<file path="config.mk">
export PLATFORM = sky130hd
export DESIGN_NAME = cobs_packet_deframer_unit_flat
export DESIGN_NICKNAME = d
export VERILOG_FILES = /design/src/rtl/cpd_pkg.sv /design/src/rtl/cpd_if.sv /design/src/rtl/cobs_packet_deframer_unit.sv /design/src/flat_wrapper.sv
export SDC_FILE = /design/constraint.sdc
export NUM_CORES = 1
export LEC_CHECK = 0
export ABC_CLOCK_PERIOD_IN_PS = 4400
export BUFFER_PORTS_ARGS = -buffer_cell sky130_fd_sc_hd__buf_2
export CAP_MARGIN = 30
export CORE_ASPECT_RATIO = 1.4
export CORE_UTILIZATION = 56
export CTS_BUF_LIST = sky130_fd_sc_hd__clkbuf_4 sky130_fd_sc_hd__clkbuf_8 sky130_fd_sc_hd__clkbuf_16
export DETAILED_ROUTE_END_ITERATION = 12
export PLACE_DENSITY_LB_ADDON = 0.1
export SLEW_MARGIN = 20
export SYNTH_ARGS = -nofsm -noshare
export SYNTH_HDL_FRONTEND = slang
export SYNTH_SLANG_ARGS = --single-unit
</file>
<file path="constraint.sdc">
create_clock -name i_clk -period 4.4 [get_ports i_clk]
set_input_delay 0.22 -clock i_clk [delete_from_list [all_inputs] [get_ports i_clk]]
set_output_delay 0.22 -clock i_clk [all_outputs]
set_load 0.005 [all_outputs]
</file>
<file path="src/rtl/cpd_pkg.sv">
package cpd_pkg;

    // Largest payload length accepted in a frame header
    localparam int unsigned MAX_PAYLOAD = 32;
    // Header length byte may cover id, length, payload, checksum and one code byte
    localparam logic [8:0] MAX_LEN_BYTE = 9'(MAX_PAYLOAD + 4);
    // Fewest decoded bytes a frame can hold (id, length, checksum)
    localparam logic [9:0] MIN_DECODED = 10'd3;
    // Saturation limit of the decoded byte counter
    localparam logic [8:0] COUNT_MAX = 9'h1FF;

    localparam logic [7:0] BYTE_ZERO = 8'h00;
    localparam logic [7:0] BYTE_FULL_RUN = 8'hFF;

    // Result queue geometry
    localparam int unsigned QUEUE_DEPTH = 4;
    localparam int unsigned QUEUE_AW = $clog2(QUEUE_DEPTH);

    typedef enum logic [1:0] {
        PH_HUNT = 2'd0,
        PH_LEN  = 2'd1,
        PH_BODY = 2'd2
    } t_phase;

    typedef enum logic [1:0] {
        ST_OK        = 2'd0,
        ST_MALFORMED = 2'd1,
        ST_ERROR     = 2'd2
    } t_status;

    typedef enum logic {
        KIND_BYTE   = 1'b0,
        KIND_STATUS = 1'b1
    } t_kind;

    typedef struct packed {
        t_kind       kind;
        logic [7:0]  byte_value;
        logic [7:0]  byte_index;
        t_status     frame_status;
        logic [7:0]  frame_id;
        logic [7:0]  data_len;
        logic        last;
    } t_result;

endpackage

</file>
<file path="src/rtl/cpd_if.sv">
interface cpd_rx_if;
    logic       valid;
    logic       ready;
    logic [7:0] rx_byte;

    modport source (output valid, output rx_byte, input ready);
    modport sink (input valid, input rx_byte, output ready);
endinterface

interface cpd_res_if;
    logic       valid;
    logic       ready;
    logic       kind;
    logic [7:0] byte_value;
    logic [7:0] byte_index;
    logic [1:0] frame_status;
    logic [7:0] frame_id;
    logic [7:0] data_len;
    logic       last;

    modport source (
        output valid, output kind, output byte_value, output byte_index,
        output frame_status, output frame_id, output data_len, output last,
        input ready
    );
    modport sink (
        input valid, input kind, input byte_value, input byte_index,
        input frame_status, input frame_id, input data_len, input last,
        output ready
    );
endinterface

</file>
<file path="src/rtl/cobs_packet_deframer_unit.sv">
// A result is written into the result queue when its input byte is taken and is presented from the queue head.
// Throughput: one received byte per cycle while input ready is high; each byte updates the decoder state when taken.
// The final byte of a frame can yield both a decoded byte and a status, so input ready drops
// whenever the 4-entry result queue has fewer than two free slots.
// Reset (synchronous, active low) returns to hunting for a start zero and empties the queue.
module cobs_packet_deframer_unit (
    input  logic       i_clk,
    input  logic       i_rst_n,
    cpd_rx_if.sink     i_rx,
    cpd_res_if.source  o_res
);
    import cpd_pkg::*;

    // Decoder state
    t_phase      r_phase, n_phase;
    logic [7:0]  r_enc_left, n_enc_left;
    logic [7:0]  r_run_left, n_run_left;
    logic        r_zero_pend, n_zero_pend;
    logic [7:0]  r_xor, n_xor;
    logic [8:0]  r_count, n_count;
    logic [7:0]  r_id, n_id;
    logic [7:0]  r_len, n_len;
    logic        r_chk_done, n_chk_done;
    logic        r_chk_ok, n_chk_ok;

    // Result queue
    t_result              r_queue [QUEUE_DEPTH];
    logic [QUEUE_AW-1:0]  r_wr_ptr, r_rd_ptr;
    logic [QUEUE_AW:0]    r_fill;

    // Results of the current byte
    t_result     res_a, res_b;
    logic [1:0]  res_num;

    logic        in_take, out_take;
    logic [7:0]  b;
    logic        emit;
    logic [7:0]  emit_val;
    logic [9:0]  need_cnt;

    assign in_take  = i_rx.valid && i_rx.ready;
    assign out_take = o_res.valid && o_res.ready;
    assign b        = i_rx.rx_byte;

    // Room for two results must exist before a byte is taken
    assign i_rx.ready = (r_fill <= (QUEUE_AW+1)'(QUEUE_DEPTH - 2));

    // Byte decode and frame checks
    always_comb begin
        n_phase     = r_phase;
        n_enc_left  = r_enc_left;
        n_run_left  = r_run_left;
        n_zero_pend = r_zero_pend;
        n_xor       = r_xor;
        n_count     = r_count;
        n_id        = r_id;
        n_len       = r_len;
        n_chk_done  = r_chk_done;
        n_chk_ok    = r_chk_ok;
        res_a       = '0;
        res_b       = '0;
        res_num     = 2'd0;
        emit        = 1'b0;
        emit_val    = BYTE_ZERO;
        need_cnt    = '0;

        unique case (r_phase)
            PH_LEN: begin
                // New frame: clear everything, then judge the length byte
                n_enc_left  = '0;
                n_run_left  = '0;
                n_zero_pend = 1'b0;
                n_xor       = '0;
                n_count     = '0;
                n_id        = '0;
                n_len       = '0;
                n_chk_done  = 1'b0;
                n_chk_ok    = 1'b0;
                if (b == BYTE_ZERO) begin
                    res_a.kind         = KIND_STATUS;
                    res_a.frame_status = ST_MALFORMED;
                    res_a.last         = 1'b1;
                    res_num            = 2'd1;
                    n_phase            = PH_LEN;
                end else if ({1'b0, b} > MAX_LEN_BYTE) begin
                    res_a.kind         = KIND_STATUS;
                    res_a.frame_status = ST_ERROR;
                    res_a.last         = 1'b1;
                    res_num            = 2'd1;
                    n_phase            = PH_HUNT;
                end else begin
                    n_enc_left = b;
                    n_phase    = PH_BODY;
                end
            end
            PH_BODY: begin
                if (b == BYTE_ZERO) begin
                    // Early zero inside the body
                    res_a.kind         = KIND_STATUS;
                    res_a.frame_status = ST_ERROR;
                    res_a.frame_id     = r_id;
                    res_a.data_len     = r_len;
                    res_a.last         = 1'b1;
                    res_num            = 2'd1;
                    n_phase            = PH_HUNT;
                end else begin
                    n_enc_left = r_enc_left - 8'd1;
                    if (r_run_left == 8'd0) begin
                        emit        = r_zero_pend;
                        emit_val    = BYTE_ZERO;
                        n_run_left  = b - 8'd1;
                        n_zero_pend = (b != BYTE_FULL_RUN);
                    end else begin
                        emit       = 1'b1;
                        emit_val   = b;
                        n_run_left = r_run_left - 8'd1;
                    end

                    // Decoded byte bookkeeping
                    if (emit) begin
                        res_a.kind       = KIND_BYTE;
                        res_a.byte_value = emit_val;
                        res_a.byte_index = r_count[7:0];
                        res_num          = 2'd1;
                        if (r_count == 9'd0) begin
                            n_id = emit_val;
                        end
                        if (r_count == 9'd1) begin
                            n_len = emit_val;
                        end
                        if (!r_chk_done) begin
                            if (r_count >= 9'd2 && r_count == {1'b0, r_len} + 9'd2) begin
                                n_chk_done = 1'b1;
                                n_chk_ok   = (r_xor == emit_val);
                            end else begin
                                n_xor = r_xor ^ emit_val;
                            end
                        end
                        if (r_count != COUNT_MAX) begin
                            n_count = r_count + 9'd1;
                        end
                    end

                    // Last encoded byte closes the frame
                    if (n_enc_left == 8'd0) begin
                        need_cnt = {2'b00, n_len} + MIN_DECODED;
                        res_b.kind     = KIND_STATUS;
                        res_b.frame_id = n_id;
                        res_b.data_len = n_len;
                        res_b.last     = 1'b1;
                        if (n_run_left != 8'd0 || {1'b0, n_count} < MIN_DECODED ||
                            {1'b0, n_count} < need_cnt) begin
                            res_b.frame_status = ST_ERROR;
                        end else if (n_chk_ok) begin
                            res_b.frame_status = ST_OK;
                        end else begin
                            res_b.frame_status = ST_MALFORMED;
                        end
                        n_phase = PH_HUNT;
                        if (emit) begin
                            res_num = 2'd2;
                        end else begin
                            res_a   = res_b;
                            res_num = 2'd1;
                        end
                    end
                end
            end
            default: begin
                // Hunting: wait for the start zero
                n_phase = (b == BYTE_ZERO) ? PH_LEN : PH_HUNT;
            end
        endcase
    end

    // Decoder state registers
    always_ff @(posedge i_clk) begin
        if (!i_rst_n) begin
            r_phase     <= PH_HUNT;
            r_enc_left  <= '0;
            r_run_left  <= '0;
            r_zero_pend <= 1'b0;
            r_xor       <= '0;
            r_count     <= '0;
            r_id        <= '0;
            r_len       <= '0;
            r_chk_done  <= 1'b0;
            r_chk_ok    <= 1'b0;
        end else if (in_take) begin
            r_phase     <= n_phase;
            r_enc_left  <= n_enc_left;
            r_run_left  <= n_run_left;
            r_zero_pend <= n_zero_pend;
            r_xor       <= n_xor;
            r_count     <= n_count;
            r_id        <= n_id;
            r_len       <= n_len;
            r_chk_done  <= n_chk_done;
            r_chk_ok    <= n_chk_ok;
        end
    end

    // Result queue storage
    always_ff @(posedge i_clk) begin
        if (in_take && res_num != 2'd0) begin
            r_queue[r_wr_ptr] <= res_a;
        end
        if (in_take && res_num == 2'd2) begin
            r_queue[r_wr_ptr + QUEUE_AW'(1)] <= res_b;
        end
    end

    // Result queue pointers and fill level
    always_ff @(posedge i_clk) begin
        if (!i_rst_n) begin
            r_wr_ptr <= '0;
            r_rd_ptr <= '0;
            r_fill   <= '0;
        end else begin
            if (in_take) begin
                r_wr_ptr <= r_wr_ptr + QUEUE_AW'(res_num);
            end
            if (out_take) begin
                r_rd_ptr <= r_rd_ptr + QUEUE_AW'(1);
            end
            r_fill <= r_fill + (in_take ? (QUEUE_AW+1)'(res_num) : '0)
                      - (QUEUE_AW+1)'(out_take);
        end
    end

    // Output transaction from the queue head
    assign o_res.valid        = (r_fill != '0);
    assign o_res.kind         = r_queue[r_rd_ptr].kind;
    assign o_res.byte_value   = r_queue[r_rd_ptr].byte_value;
    assign o_res.byte_index   = r_queue[r_rd_ptr].byte_index;
    assign o_res.frame_status = r_queue[r_rd_ptr].frame_status;
    assign o_res.frame_id     = r_queue[r_rd_ptr].frame_id;
    assign o_res.data_len     = r_queue[r_rd_ptr].data_len;
    assign o_res.last         = r_queue[r_rd_ptr].last;

endmodule
</file>
<file path="src/flat_wrapper.sv">
// flat-port wrapper written by rule: the top's interface ports become plain ports
module cobs_packet_deframer_unit_flat import cpd_pkg::*;
  (i_clk, i_rst_n, i_rx_valid, i_rx_rx_byte, i_rx_ready, o_res_valid, o_res_kind, o_res_byte_value, o_res_byte_index, o_res_frame_status, o_res_frame_id, o_res_data_len, o_res_last, o_res_ready);
  cpd_rx_if i_rx_i ();
  cpd_res_if o_res_i ();
  input  logic i_clk;
  input  logic i_rst_n;
  input wire logic [$bits(i_rx_i.valid)-1:0] i_rx_valid;
  input wire logic [$bits(i_rx_i.rx_byte)-1:0] i_rx_rx_byte;
  output wire logic [$bits(i_rx_i.ready)-1:0] i_rx_ready;
  output wire logic [$bits(o_res_i.valid)-1:0] o_res_valid;
  output wire logic [$bits(o_res_i.kind)-1:0] o_res_kind;
  output wire logic [$bits(o_res_i.byte_value)-1:0] o_res_byte_value;
  output wire logic [$bits(o_res_i.byte_index)-1:0] o_res_byte_index;
  output wire logic [$bits(o_res_i.frame_status)-1:0] o_res_frame_status;
  output wire logic [$bits(o_res_i.frame_id)-1:0] o_res_frame_id;
  output wire logic [$bits(o_res_i.data_len)-1:0] o_res_data_len;
  output wire logic [$bits(o_res_i.last)-1:0] o_res_last;
  input wire logic [$bits(o_res_i.ready)-1:0] o_res_ready;
  assign i_rx_i.valid = i_rx_valid;
  assign i_rx_i.rx_byte = i_rx_rx_byte;
  assign i_rx_ready = i_rx_i.ready;
  assign o_res_valid = o_res_i.valid;
  assign o_res_kind = o_res_i.kind;
  assign o_res_byte_value = o_res_i.byte_value;
  assign o_res_byte_index = o_res_i.byte_index;
  assign o_res_frame_status = o_res_i.frame_status;
  assign o_res_frame_id = o_res_i.frame_id;
  assign o_res_data_len = o_res_i.data_len;
  assign o_res_last = o_res_i.last;
  assign o_res_i.ready = o_res_ready;
  cobs_packet_deframer_unit u_core (.i_clk(i_clk), .i_rst_n(i_rst_n), .i_rx(i_rx_i), .o_res(o_res_i));
endmodule
</file>
==> summary.txt, run 1 <==
Worst setup path
  – Critical path startpoint: u_core.r_enc_left[0]
  – Worst r2r src: u_core.r_enc_left[0]
  – Worst R2R Path Depth: 12
  – Ordered cell list for the critical path: inv_1, ha_1, or3b_2, nor3_1, xor2_1, or4_1, inv_1, ha_1, or4_1, nor3_2, nand2_1, o32ai_1
  – Critical path class: reg2reg
  – CP max stage delay: between 0.6 and 0.7 ns
  – Buf/Inv on CP: 2
  – Worst setup SP type: register
  – CP arrival: roughly 4.4 ns
  – Critical path endpoint: u_core.r_queue[1][8]
  – Critical path depth: 12
  – Slowest CP cell: or4_1
  – R2r endpoint: u_core.r_queue[1][8]
  – Worst path required time: between 4 and 5 ns
  – CP Max Fanout: 9
  – Reg2reg setup slack: about 0.33 ns
  – Cell family with most CP delay: simple AND/OR/NAND/NOR gates
  – Crit path capture type: register

Place
  – DP HPWL: roughly 22 mm
  – Placed cell area: approximately 0.012 mm^2
  – Total placed cells including tap cells: roughly 1,400
  – Gpl congestion: approximately 0.89
  – PortBufs: approximately 50

Clock network
  – Cts bufs inserted: 21
  – CTS tree: done
  – Clock latency at the later pin of the worst-skew pair: about 0.50 ns
  – CTS H-tree depth: 1
  – Clk slew on worst S/H paths: about 0.070 ns
  – Maximum buffer depth of the clock tree: 3
  – CTS resizes: 0
  – Hold-fix buffers, CTS: 0
  – Postcts setup bufs: 0
  – CTS root buf: clkbuf_16
  – CTS Sinks: approximately 210

Outcome
  – Status: completed

Logic synthesis
  – Synth async-reset ratio: 0%
  – Number of flops mapped to enable cells by yosys: 80
  – Synthesized net count: between 1,000 and 1,500
  – Synth Warn #: 0
  – Avg Inst Size Synth: 9.84 um^2
  – Yosys cell types: 90
  – Post-Syn Instances: between 1,000 and 1,500
  – Sequential-to-total area share from yosys stat: 43.3%
  – Mapped cell area: between 0.01 and 0.015 mm^2
  – Most common flop cell mapped by yosys: dfxtp_1
  – Register bit total from synthesis: between 200 and 250

Die
  – Initial Utilization: 57.3%
  – Row cnt: around 60
  – Die width: about 120 um
  – Die area: roughly 0.021 mm^2
  – Core Area: ~0.02 mm^2
  – Height of the die: ~170 um
  – IO Pins: 50

Global route
  – Total gr overflow: 0
  – Largest net degree at the start of global routing: 63
  – GRT Total Usage: approximately 31%
  – Number of antenna violations at the first check in global routing: 0
  – Number of global-route vias before repair: approximately 9,000
  – First-pass GRT wire length: just under 50 mm

STA
  – Final Slew Violations: 0
  – Max_slew headroom: 45.3%
  – Least-Margin Pin Slew: approximately 0.81 ns
  – Final Hold Viols: 0
  – Tmin final: 4.07 ns
  – Final worst path period share: between 90 and 100%
  – F_max: 0.246 GHz
  – Setup TNS: 0 ns
  – RSZ-0062 raised after global routing: no
  – Number of setup violations in the final report: 0
  – Clock Skew: 0.0130 ns

Layout
  – Area Overhead vs Synth: 12.1%
  – # diodes: 0
  – FILL cells: 1,638
  – Proportion of layout cells with a drive suffix above 1: around 19%
  – Non-filler cells, final: roughly 1,500
  – Commonest non-fill, non-tap cell in the layout: dfxtp_1
  – Most frequent cells in the layout: dfxtp_1, nand2_1, o21ai_0
  – Register area: roughly 0.005 mm^2
  – Finished Cell Area: between 0.01 and 0.015 mm^2
  – Multi-input gate area: 0.00594 mm^2
  – Layout Nets: around 1,200

Routing
  – Detailed Route Iter0 Violations: a little under 800
  – Final WL: ~32 mm
  – Drc violations: 0
  – Final ANT Viol Nets: 0
  – Post-DR wirelength/cell: ~21 um
  – Via count: 9,427
  – Vias per inst: between 6 and 7
  – DRT Pass-1 Iters: 5

Power and ir drop
  – Peak supply drop: between 300 and 400 uV
  – Power, Total: ~4500 uW
  – Pwr Density: ~350 mW/mm^2
  – Leak Pwr: around 0.0046 uW

Flow run
  – Max-cap violation count: 0

Worst hold path
  – Worst min path class: in2reg
==> kinds of logic after synthesis <==
logic type / Yosys count / synth area share (%)
xor gates and xnor gates: 35 / 2.69
buffers and inverters: 118 / 4.65
DFF: 207 / 43.3
and+or+nand+nor: 406 / 18.9
adders and majority gates: 27 / 3.03
muxes: 49 / 8.27
AOI/OAI and AO/OA: 318 / 19.2
==> final cells by class <==
cell class	count	share of cell area, %
inverter	25	0.734
sequential	207	38.7
clock inverter	15	1.23
multi-input combinational	835	46.4
clock buffer	22	4.22
tap	252	2.47
timing repair buffer	119	6.22
==> per-stage QoR <==
step           hold slack, ns  worst slack [ns]  util, %
6_report               0.0669             0.335     64.2
4_1_cts                 0.192             0.275     64.1
3_3_place_gp            0.428             0.432     60.4
2_1_floorplan           0.386            0.0778        -
5_1_grt                0.0705            0.0360     64.2
3_5_place_dp            0.436             0.370     60.6
==> flip-flops by register name, summed over array words and instances, names as in the netlist, named ones only <==
name and count:
u_core.r_chk_done 1, u_core.r_chk_ok 1, u_core.r_count 9, u_core.r_enc_left 8, u_core.r_fill 3, u_core.r_id 8, u_core.r_len 8, u_core.r_phase 2
u_core.r_queue 144, u_core.r_rd_ptr 2, u_core.r_run_left 8, u_core.r_wr_ptr 2, u_core.r_xor 8, u_core.r_zero_pend 1
==> per-layer routing <==
layer	routed length (um)	part of all wire (%)	global-route usage (%)	vias to the layer above
li1	-	-	-	4415
met1	12600	40	38.8	4541
met2	15500	49	52.2	384
met3	2090	6.6	3.63	87
met4	1380	4.4	13.1	0
met5	0	0	0	-
==> Yosys cell counts (all sizes together) (9+ instances only) <==
| master | n | area [um^2] |
|---|---|---|
| a22o | 39 | 342 |
| dfxtp | 127 | 2540 |
| nand4 | 9 | 71.3 |
| o21ai | 103 | 531 |
| a21oi | 40 | 200 |
| nor2 | 76 | 322 |
| and2 | 37 | 231 |
| nand3 | 38 | 200 |
| inv | 24 | 90.1 |
| buf | 45 | 255 |
| nand2 | 121 | 454 |
| mux2i | 11 | 110 |
| a22oi | 27 | 203 |
| a21boi | 10 | 75.1 |
| xnor2 | 24 | 210 |
| nor3 | 16 | 96.4 |
| edfxtp | 80 | 2400 |
| ha | 26 | 325 |
| o31ai | 12 | 90.1 |
| nor2b | 30 | 188 |
| o2bb2ai | 26 | 228 |
| clkbuf | 48 | 181 |
| xor2 | 11 | 96.3 |
| nor4 | 15 | 113 |
| mux4 | 36 | 811 |
| or2 | 12 | 75.1 |
| o211ai | 9 | 67.6 |
==> power by group <==
part / total (uW) / internal [uW] / switching, uW
registers: 2040 / 2000 / 35.8
clock network: 1810 / 1030 / 784
logic: 627 / 349 / 277
==> how the worst min path moves through the flow <==
stage / start / end / cells after the start
after floorplan: i_rst_n / u_core.r_enc_left[1] / 1
after global routing: i_rst_n / u_core.r_enc_left[5] / 2
after CTS: i_rx_valid / u_core.r_wr_ptr[0] / 4
after detailed placement: u_core.r_queue[1][19] / u_core.r_queue[1][19] / 2
after global placement: u_core.r_queue[3][26] / u_core.r_queue[3][26] / 2
final: i_rst_n / u_core.r_enc_left[5] / 2
Power figures use the tool's default switching activity.
==> run 2, diff against run 1 <==
PLACE_DENSITY = 0.83   (was not set)
PLACE_DENSITY_LB_ADDON = not set   (was 0.1)
==> summary.txt, run 2 (synthesis results as in run 1) <==
Layout
  – Proportion of layout cells with a drive suffix above 1: 18.6% (was 19.2%)
  – Most frequent cells in the layout: dfxtp_1, nand2_1, o21ai_0 (unchanged)
  – Number of flip-flops under the largest register name: 144 (unchanged)
  – Area Overhead vs Synth: 11.2% (was 12.1%)
  – # diodes: 0 (unchanged)
  – Largest registers: u_core.r_queue: 144 flops, u_core.r_count: 9 flops (unchanged)
  – FILL cells: 1,557 (was 1,638)
  – Commonest non-fill, non-tap cell in the layout: dfxtp_1 (unchanged)
  – Layout Nets: 1,235 (was 1,248)
  – Biggest register: u_core.r_queue (unchanged)

Power and ir drop
  – Peak supply drop: 214 uV (was 324 uV)
  – Leak Pwr: 0.00452 uW (was 0.00457 uW)
  – Clock Power Share: 41.1% (was 40.5%)
  – Cell internal pwr: 3390 uW (was 3380 uW)
  – Sequential Power Share: 46.4% (was 45.5%)
  – Pwr Density: 353 mW/mm^2 (was 350 mW/mm^2)
  – Psw: 1090 uW (was 1100 uW)
  – Logic pwr share: 12.5% (was 14.0%)
  – Switching share of power: 24.3% (was 24.5%)

Die
  – Row cnt: 61 (unchanged)
  – Die width: 123 um (unchanged)
  – Initial Utilization: 57.3% (unchanged)
  – IO Pins: 50 (unchanged)
  – Core Area: 0.0199 mm^2 (unchanged)
  – Height of the die: 171 um (unchanged)
  – Die area: 0.0210 mm^2 (unchanged)

Clock network
  – Clock latency at the later pin of the worst-skew pair: 0.51 ns (was 0.50 ns)
  – CTS tree: done (unchanged)
  – Hold-fix buffers, CTS: 0 (unchanged)
  – Maximum buffer depth of the clock tree: 3 (unchanged)
  – Postcts setup bufs: 0 (unchanged)
  – CTS resizes: 0 (unchanged)
  – Cts bufs inserted: 21 (unchanged)
  – Clk slew on worst S/H paths: 0.07 ns (about the same)
  – CTS Sinks: 207 (unchanged)
  – CTS root buf: clkbuf_16 (unchanged)
  – CTS H-tree depth: 1 (unchanged)

STA
  – Number of setup violations in the final report: 0 (unchanged)
  – Final Hold Viols: 0 (unchanged)
  – Worst Hold Margin: 0.189 ns (was 0.0669 ns)
  – Tmin final: 4.09 ns (was 4.07 ns)
  – RSZ-0062 raised after global routing: no (unchanged)
  – Final Slew Violations: 0 (unchanged)
  – Final worst path period share: 92.9% (was 92.4%)
  – Max_slew headroom: 36.9% (was 45.3%)
  – Clock Skew: 0.0135 ns (was 0.0130 ns)
  – Setup TNS: 0 ns (unchanged)
  – F_max: 0.245 GHz (was 0.246 GHz)
  – Least-Margin Pin Slew: 0.946 ns (was 0.814 ns)

Global route
  – Largest net degree at the start of global routing: 63 (unchanged)
  – GRT Total Usage: 30.9% (was 30.6%)
  – Number of global-route vias before repair: 9,600 (was 9,011)
  – Number of antenna violations at the first check in global routing: 0 (unchanged)
  – First-pass GRT wire length: 50.5 mm (was 49.2 mm)
  – Total gr overflow: 0 (unchanged)

Routing
  – Post-DR wirelength/cell: 21.6 um (was 21.4 um)
  – Final WL: 31.6 mm (was 31.5 mm)
  – Final ANT Viol Nets: 0 (unchanged)
  – Via count: 9,792 (was 9,427)
  – Drc violations: 0 (unchanged)
  – Detailed Route Iter0 Violations: 943 (was 772)
  – Vias per inst: 6.69 (was 6.39)
  – DRT Pass-1 Iters: 6 (was 5)

Worst hold path
  – Worst min path class: in2reg (unchanged)

Place
  – PortBufs: 49 (unchanged)
  – Gpl congestion: 0.934 (was 0.892)
  – DP HPWL: 21.3 mm (was 21.8 mm)

Worst setup path
  – Worst setup SP type: register (unchanged)
  – Worst path required time: 4.74 ns (was 4.70 ns)
  – CP arrival: 4.43 ns (was 4.37 ns)
  – CP Max Fanout: 12 (was 9)
  – Reg2reg setup slack: 0.31 ns (was 0.33 ns)
  – Critical path class: reg2reg (unchanged)
  – Crit path capture type: register (unchanged)

Outcome
  – Status: completed (unchanged)

Flow run
  – Max-cap violation count: 0 (unchanged)
[run 2: cell types whose count changed in the layout (fill, tap and decap cells not counted)]
cell	before	now
or3_4	0	1
inv_8	1	0
inv_6	3	2
clkinv_4	2	4
nand2_2	1	2
buf_12	2	0
clkbuf_4	0	1
buf_4	68	57
clkbuf_8	1	3
clkinvlp_4	3	1
or3_1	8	7
nand2_1	120	119
[run 2: area by class of cell]
| class | count | area (um^2) | share of cell area (%) |
|---|---|---|---|
| Clock buffer | 25 | 574 | 4.53 |
| Sequential cell | 207 | 4950 | 39.0 |
| Multi-Input combinational cell | 835 | 5940 | 46.9 |
| Inverter | 25 | 93.8 | 0.740 |
| Timing Repair Buffer | 106 | 673 | 5.31 |
| Tap cell | 252 | 315 | 2.49 |
| Clock inverter | 13 | 140 | 1.10 |
[run 2: power groups by stage]
stage	registers (uW)	clock network [uW]	logic (uW)
finish	2080	1840	562
global route	2090	1930	618
CTS	2080	1850	568
detailed placement	2120	0	560
global placement	2120	0	551
floorplan	2050	0	447
[run 2: critical path: stages, from the launching register on]
cell       delay [ns]
dfxtp_1          0.35
inv_1            0.09
ha_1             0.21
or3b_2           0.49
nor3_1           0.19
xor2_1           0.11
or4_1            0.54
inv_1            0.11
ha_1             0.27
or4_1            0.62
nor3_2           0.24
buf_4            0.26
nand2_2          0.20
o2bb2ai_1        0.23
[run 2: metrics by stage]
| stage | total power [uW] | instances | area [um^2] | util (%) | worst slack, ns |
|---|---|---|---|---|---|
| after floorplan | 2500 | 1160 | 11400 | - | 0.0778 |
| after global placement | 2670 | 1424 | 12000 | 60.0 | 0.421 |
| after detailed placement | 2680 | 1425 | 12000 | 60.1 | 0.297 |
| after CTS | 4500 | 1463 | 12700 | 63.6 | 0.235 |
| after global routing | 4640 | 1463 | 12700 | 63.7 | 0.0665 |
| final | 4480 | 1463 | 12700 | 63.7 | 0.314 |
[run 2: worst paths after layout]
path | startpoint | to | depth (start not counted)
worst max-delay path | u_core.r_enc_left[0] | u_core.r_queue[1][7] | 13
worst min-delay path | i_rx_valid | u_core.r_wr_ptr[0] | 4
worst min register to register | u_core.r_queue[1][26] | u_core.r_queue[1][26] | 2
worst max register to register | u_core.r_enc_left[0] | u_core.r_queue[1][7] | 13
[run 2: layer usage]
layer / vias up / routed length, um / track usage, %
li1: 4392 / - / -
met1: 4717 / 12000 / 37.4
met2: 556 / 15600 / 52.6
met3: 127 / 2430 / 4.33
met4: 0 / 1560 / 16.7
met5: - / 0 / 0
==> run 3, diff against run 2 <==
HOLD_SLACK_MARGIN = 0.06   (was not set)
PLACE_DENSITY = 0.77   (was 0.83)
==> summary.txt, run 3 (synthesis results as in run 1) <==
Clock network
  – Clock latency at the later pin of the worst-skew pair: 0.50 ns (was 0.51 ns)
  – CTS Sinks: 207 (unchanged)
  – CTS tree: done (unchanged)
  – Cts bufs inserted: 21 (unchanged)
  – Hold-fix buffers, CTS: 0 (unchanged)
  – Clk slew on worst S/H paths: 0.07 ns (about the same)
  – CTS resizes: 0 (unchanged)
  – CTS H-tree depth: 1 (unchanged)
  – Maximum buffer depth of the clock tree: 3 (unchanged)
  – Postcts setup bufs: 0 (unchanged)
  – CTS root buf: clkbuf_16 (unchanged)

Worst setup path
  – Reg2reg setup slack: 0.29 ns (was 0.31 ns)
  – CP arrival: 4.40 ns (was 4.43 ns)
  – CP max stage delay: 0.61 ns (was 0.62 ns)
  – R2r endpoint: u_core.r_queue[3][8] (was u_core.r_queue[1][7])
  – Ordered cell list for the critical path: inv_1, ha_1, or3b_2, nor3_1, xor2_1, or4_1, inv_1, ha_1, or4_1, nor2_1, nand2_1, o32ai_1 (was inv_1, ha_1, or3b_2, nor3_1, xor2_1, or4_1, inv_1, ha_1, or4_1, nor3_2, buf_4, nand2_2, o2bb2ai_1)
  – Critical path class: reg2reg (unchanged)
  – CP Max Fanout: 10 (was 12)
  – Worst setup SP type: register (unchanged)
  – Worst r2r src: u_core.r_enc_left[0] (unchanged)
  – Crit path capture type: register (unchanged)
  – Slowest CP cell: or4_1 (unchanged)
  – Worst path required time: 4.69 ns (was 4.74 ns)
  – Worst R2R Path Depth: 12 (was 13)

STA
  – Final worst path period share: 93.4% (was 92.9%)
  – Max_slew headroom: 33.8% (was 36.9%)
  – Clock Skew: 0.0146 ns (was 0.0135 ns)
  – Number of setup violations in the final report: 0 (unchanged)
  – Final Hold Viols: 0 (unchanged)
  – F_max: 0.243 GHz (was 0.245 GHz)
  – Setup TNS: 0 ns (unchanged)
  – RSZ-0062 raised after global routing: no (unchanged)
  – Tmin final: 4.11 ns (was 4.09 ns)
  – Final Slew Violations: 0 (unchanged)
  – Least-Margin Pin Slew: 0.994 ns (was 0.946 ns)

Routing
  – Final ANT Viol Nets: 0 (unchanged)
  – Post-DR wirelength/cell: 21.2 um (was 21.6 um)
  – Via count: 9,601 (was 9,792)
  – Final WL: 31.2 mm (was 31.6 mm)
  – Vias per inst: 6.52 (was 6.69)
  – DRT Pass-1 Iters: 6 (unchanged)
  – Detailed Route Iter0 Violations: 939 (was 943)
  – Drc violations: 0 (unchanged)

Layout
  – Biggest register: u_core.r_queue (unchanged)
  – Largest registers: u_core.r_queue: 144 flops, u_core.r_count: 9 flops (unchanged)
  – # diodes: 0 (unchanged)
  – Area Overhead vs Synth: 11.8% (was 11.2%)
  – Most frequent cells in the layout: dfxtp_1, nand2_1, o21ai_0 (unchanged)
  – Multi-input gate area: 0.00593 mm^2 (was 0.00594 mm^2)
  – Number of flip-flops under the largest register name: 144 (unchanged)
  – FILL cells: 1,537 (was 1,557)
  – Layout Nets: 1,246 (was 1,235)
  – Proportion of layout cells with a drive suffix above 1: 18.8% (was 18.6%)
  – Commonest non-fill, non-tap cell in the layout: dfxtp_1 (unchanged)
  – Register area: 0.00495 mm^2 (unchanged)
  – Layout Utilization: 64.1% (was 63.7%)

Power and ir drop
  – Cell internal pwr: 3300 uW (was 3390 uW)
  – Psw: 1080 uW (was 1090 uW)
  – Switching share of power: 24.6% (was 24.3%)
  – Leak Pwr: 0.00455 uW (was 0.00452 uW)
  – Clock Power Share: 39.2% (was 41.1%)
  – Logic pwr share: 14.0% (was 12.5%)
  – Sequential Power Share: 46.8% (was 46.4%)
  – Pwr Density: 343 mW/mm^2 (was 353 mW/mm^2)
  – Power, Total: 4370 uW (was 4480 uW)
  – Peak supply drop: 225 uV (was 214 uV)

Worst hold path
  – Hold Crit Depth: 2 (was 4)
  – WHS Endpoint: u_core.r_enc_left[7] (was u_core.r_wr_ptr[0])
  – Hold_sp: i_rst_n (was i_rx_valid)
  – Worst min path class: in2reg (unchanged)

Global route
  – GR Util met3: 4.57% (was 4.33%)
  – GRT Total Usage: 30.2% (was 30.9%)
  – GRT met2 Usage: 51.4% (was 52.6%)
  – Number of global-route vias before repair: 9,203 (was 9,600)
  – Total gr overflow: 0 (unchanged)
  – Global route hottest layer: met2 (unchanged)
  – Number of antenna violations at the first check in global routing: 0 (unchanged)
  – Largest net degree at the start of global routing: 63 (unchanged)
  – First-pass GRT wire length: 48.9 mm (was 50.5 mm)
  – Met1 Use GR: 37.1% (was 37.4%)

Die
  – Initial Utilization: 57.3% (unchanged)
  – IO Pins: 50 (unchanged)
  – Row cnt: 61 (unchanged)
  – Height of the die: 171 um (unchanged)
  – Core Area: 0.0199 mm^2 (unchanged)
  – Die width: 123 um (unchanged)
  – Die area: 0.0210 mm^2 (unchanged)

Place
  – PortBufs: 49 (unchanged)
  – Gpl congestion: 0.936 (was 0.934)
  – DP HPWL: 21.3 mm (about the same)

Flow run
  – Max-cap violation count: 0 (unchanged)

Outcome
  – Status: completed (unchanged)
[run 3: cell types whose count changed in the layout (fill, tap and decap cells not counted), sizes merged]
| cell | previous run | this run |
|---|---|---|
| clkinv | 9 | 12 |
| bufinv | 2 | 1 |
| clkbuf | 25 | 22 |
| inv | 26 | 25 |
| clkinvlp | 1 | 2 |
| buf | 106 | 117 |
[run 3: cell type report]
class	instances	area share, %
flip-flops and latches	207	38.8
clock buffers	22	4.18
multi-input cells	835	46.5
clock inverters	15	0.932
repair buffers	117	6.41
inverters	25	0.735
well taps	252	2.47
[run 3: power groups by stage]
stage	Combinational, uW	Clock, uW	Sequential, uW
floorplan	447	0	2050
global placement	547	0	2130
detailed placement	553	0	2130
CTS	555	1720	2090
global route	673	1800	2050
finish	613	1710	2050
[run 3: worst max-delay path by stage]
stage / from / to / slack (ns)
2_1_floorplan: u_core.r_enc_left[0] / u_core.r_queue[3][0] / 0.08
3_3_place_gp: u_core.r_enc_left[0] / u_core.r_queue[1][6] / 0.44
3_5_place_dp: u_core.r_enc_left[0] / u_core.r_fill[2] / 0.37
4_1_cts: u_core.r_enc_left[0] / u_core.r_queue[1][8] / 0.35
5_1_grt: u_core.r_count[3] / u_core.r_queue[3][17] / 0.04
6_report: u_core.r_enc_left[0] / u_core.r_queue[3][8] / 0.29
[run 3: worst max-delay path, delay by kind of cell, from the launching register on]
kind | cells | cell delay, ns
AO/OA/AOI/OAI | 1 | 0.30
XOR/XNOR | 1 | 0.11
adder cells (fa/ha/maj) | 2 | 0.51
buffers and inverters | 2 | 0.20
flip-flops | 1 | 0.35
AND/OR/NAND/NOR | 6 | 2.44
[run 3: per-layer routing]
metal	vias to the layer above	share of wire, %	wire length, um
met5	-	0	0
met4	0	4.6	1440
met3	117	7.9	2460
met2	465	49	15400
met1	4613	38	11900
li1	4406	-	-
[run 3: stage by stage]
stage	setup slack (ns)	cells	cell area (um^2)	hold slack [ns]
finish	0.292	1473	12800	0.0898
global route	0.0372	1473	12800	0.103
CTS	0.348	1471	12700	0.192
detailed placement	0.365	1434	12100	0.439
global placement	0.436	1433	12100	0.429
floorplan	0.0778	1160	11400	0.386
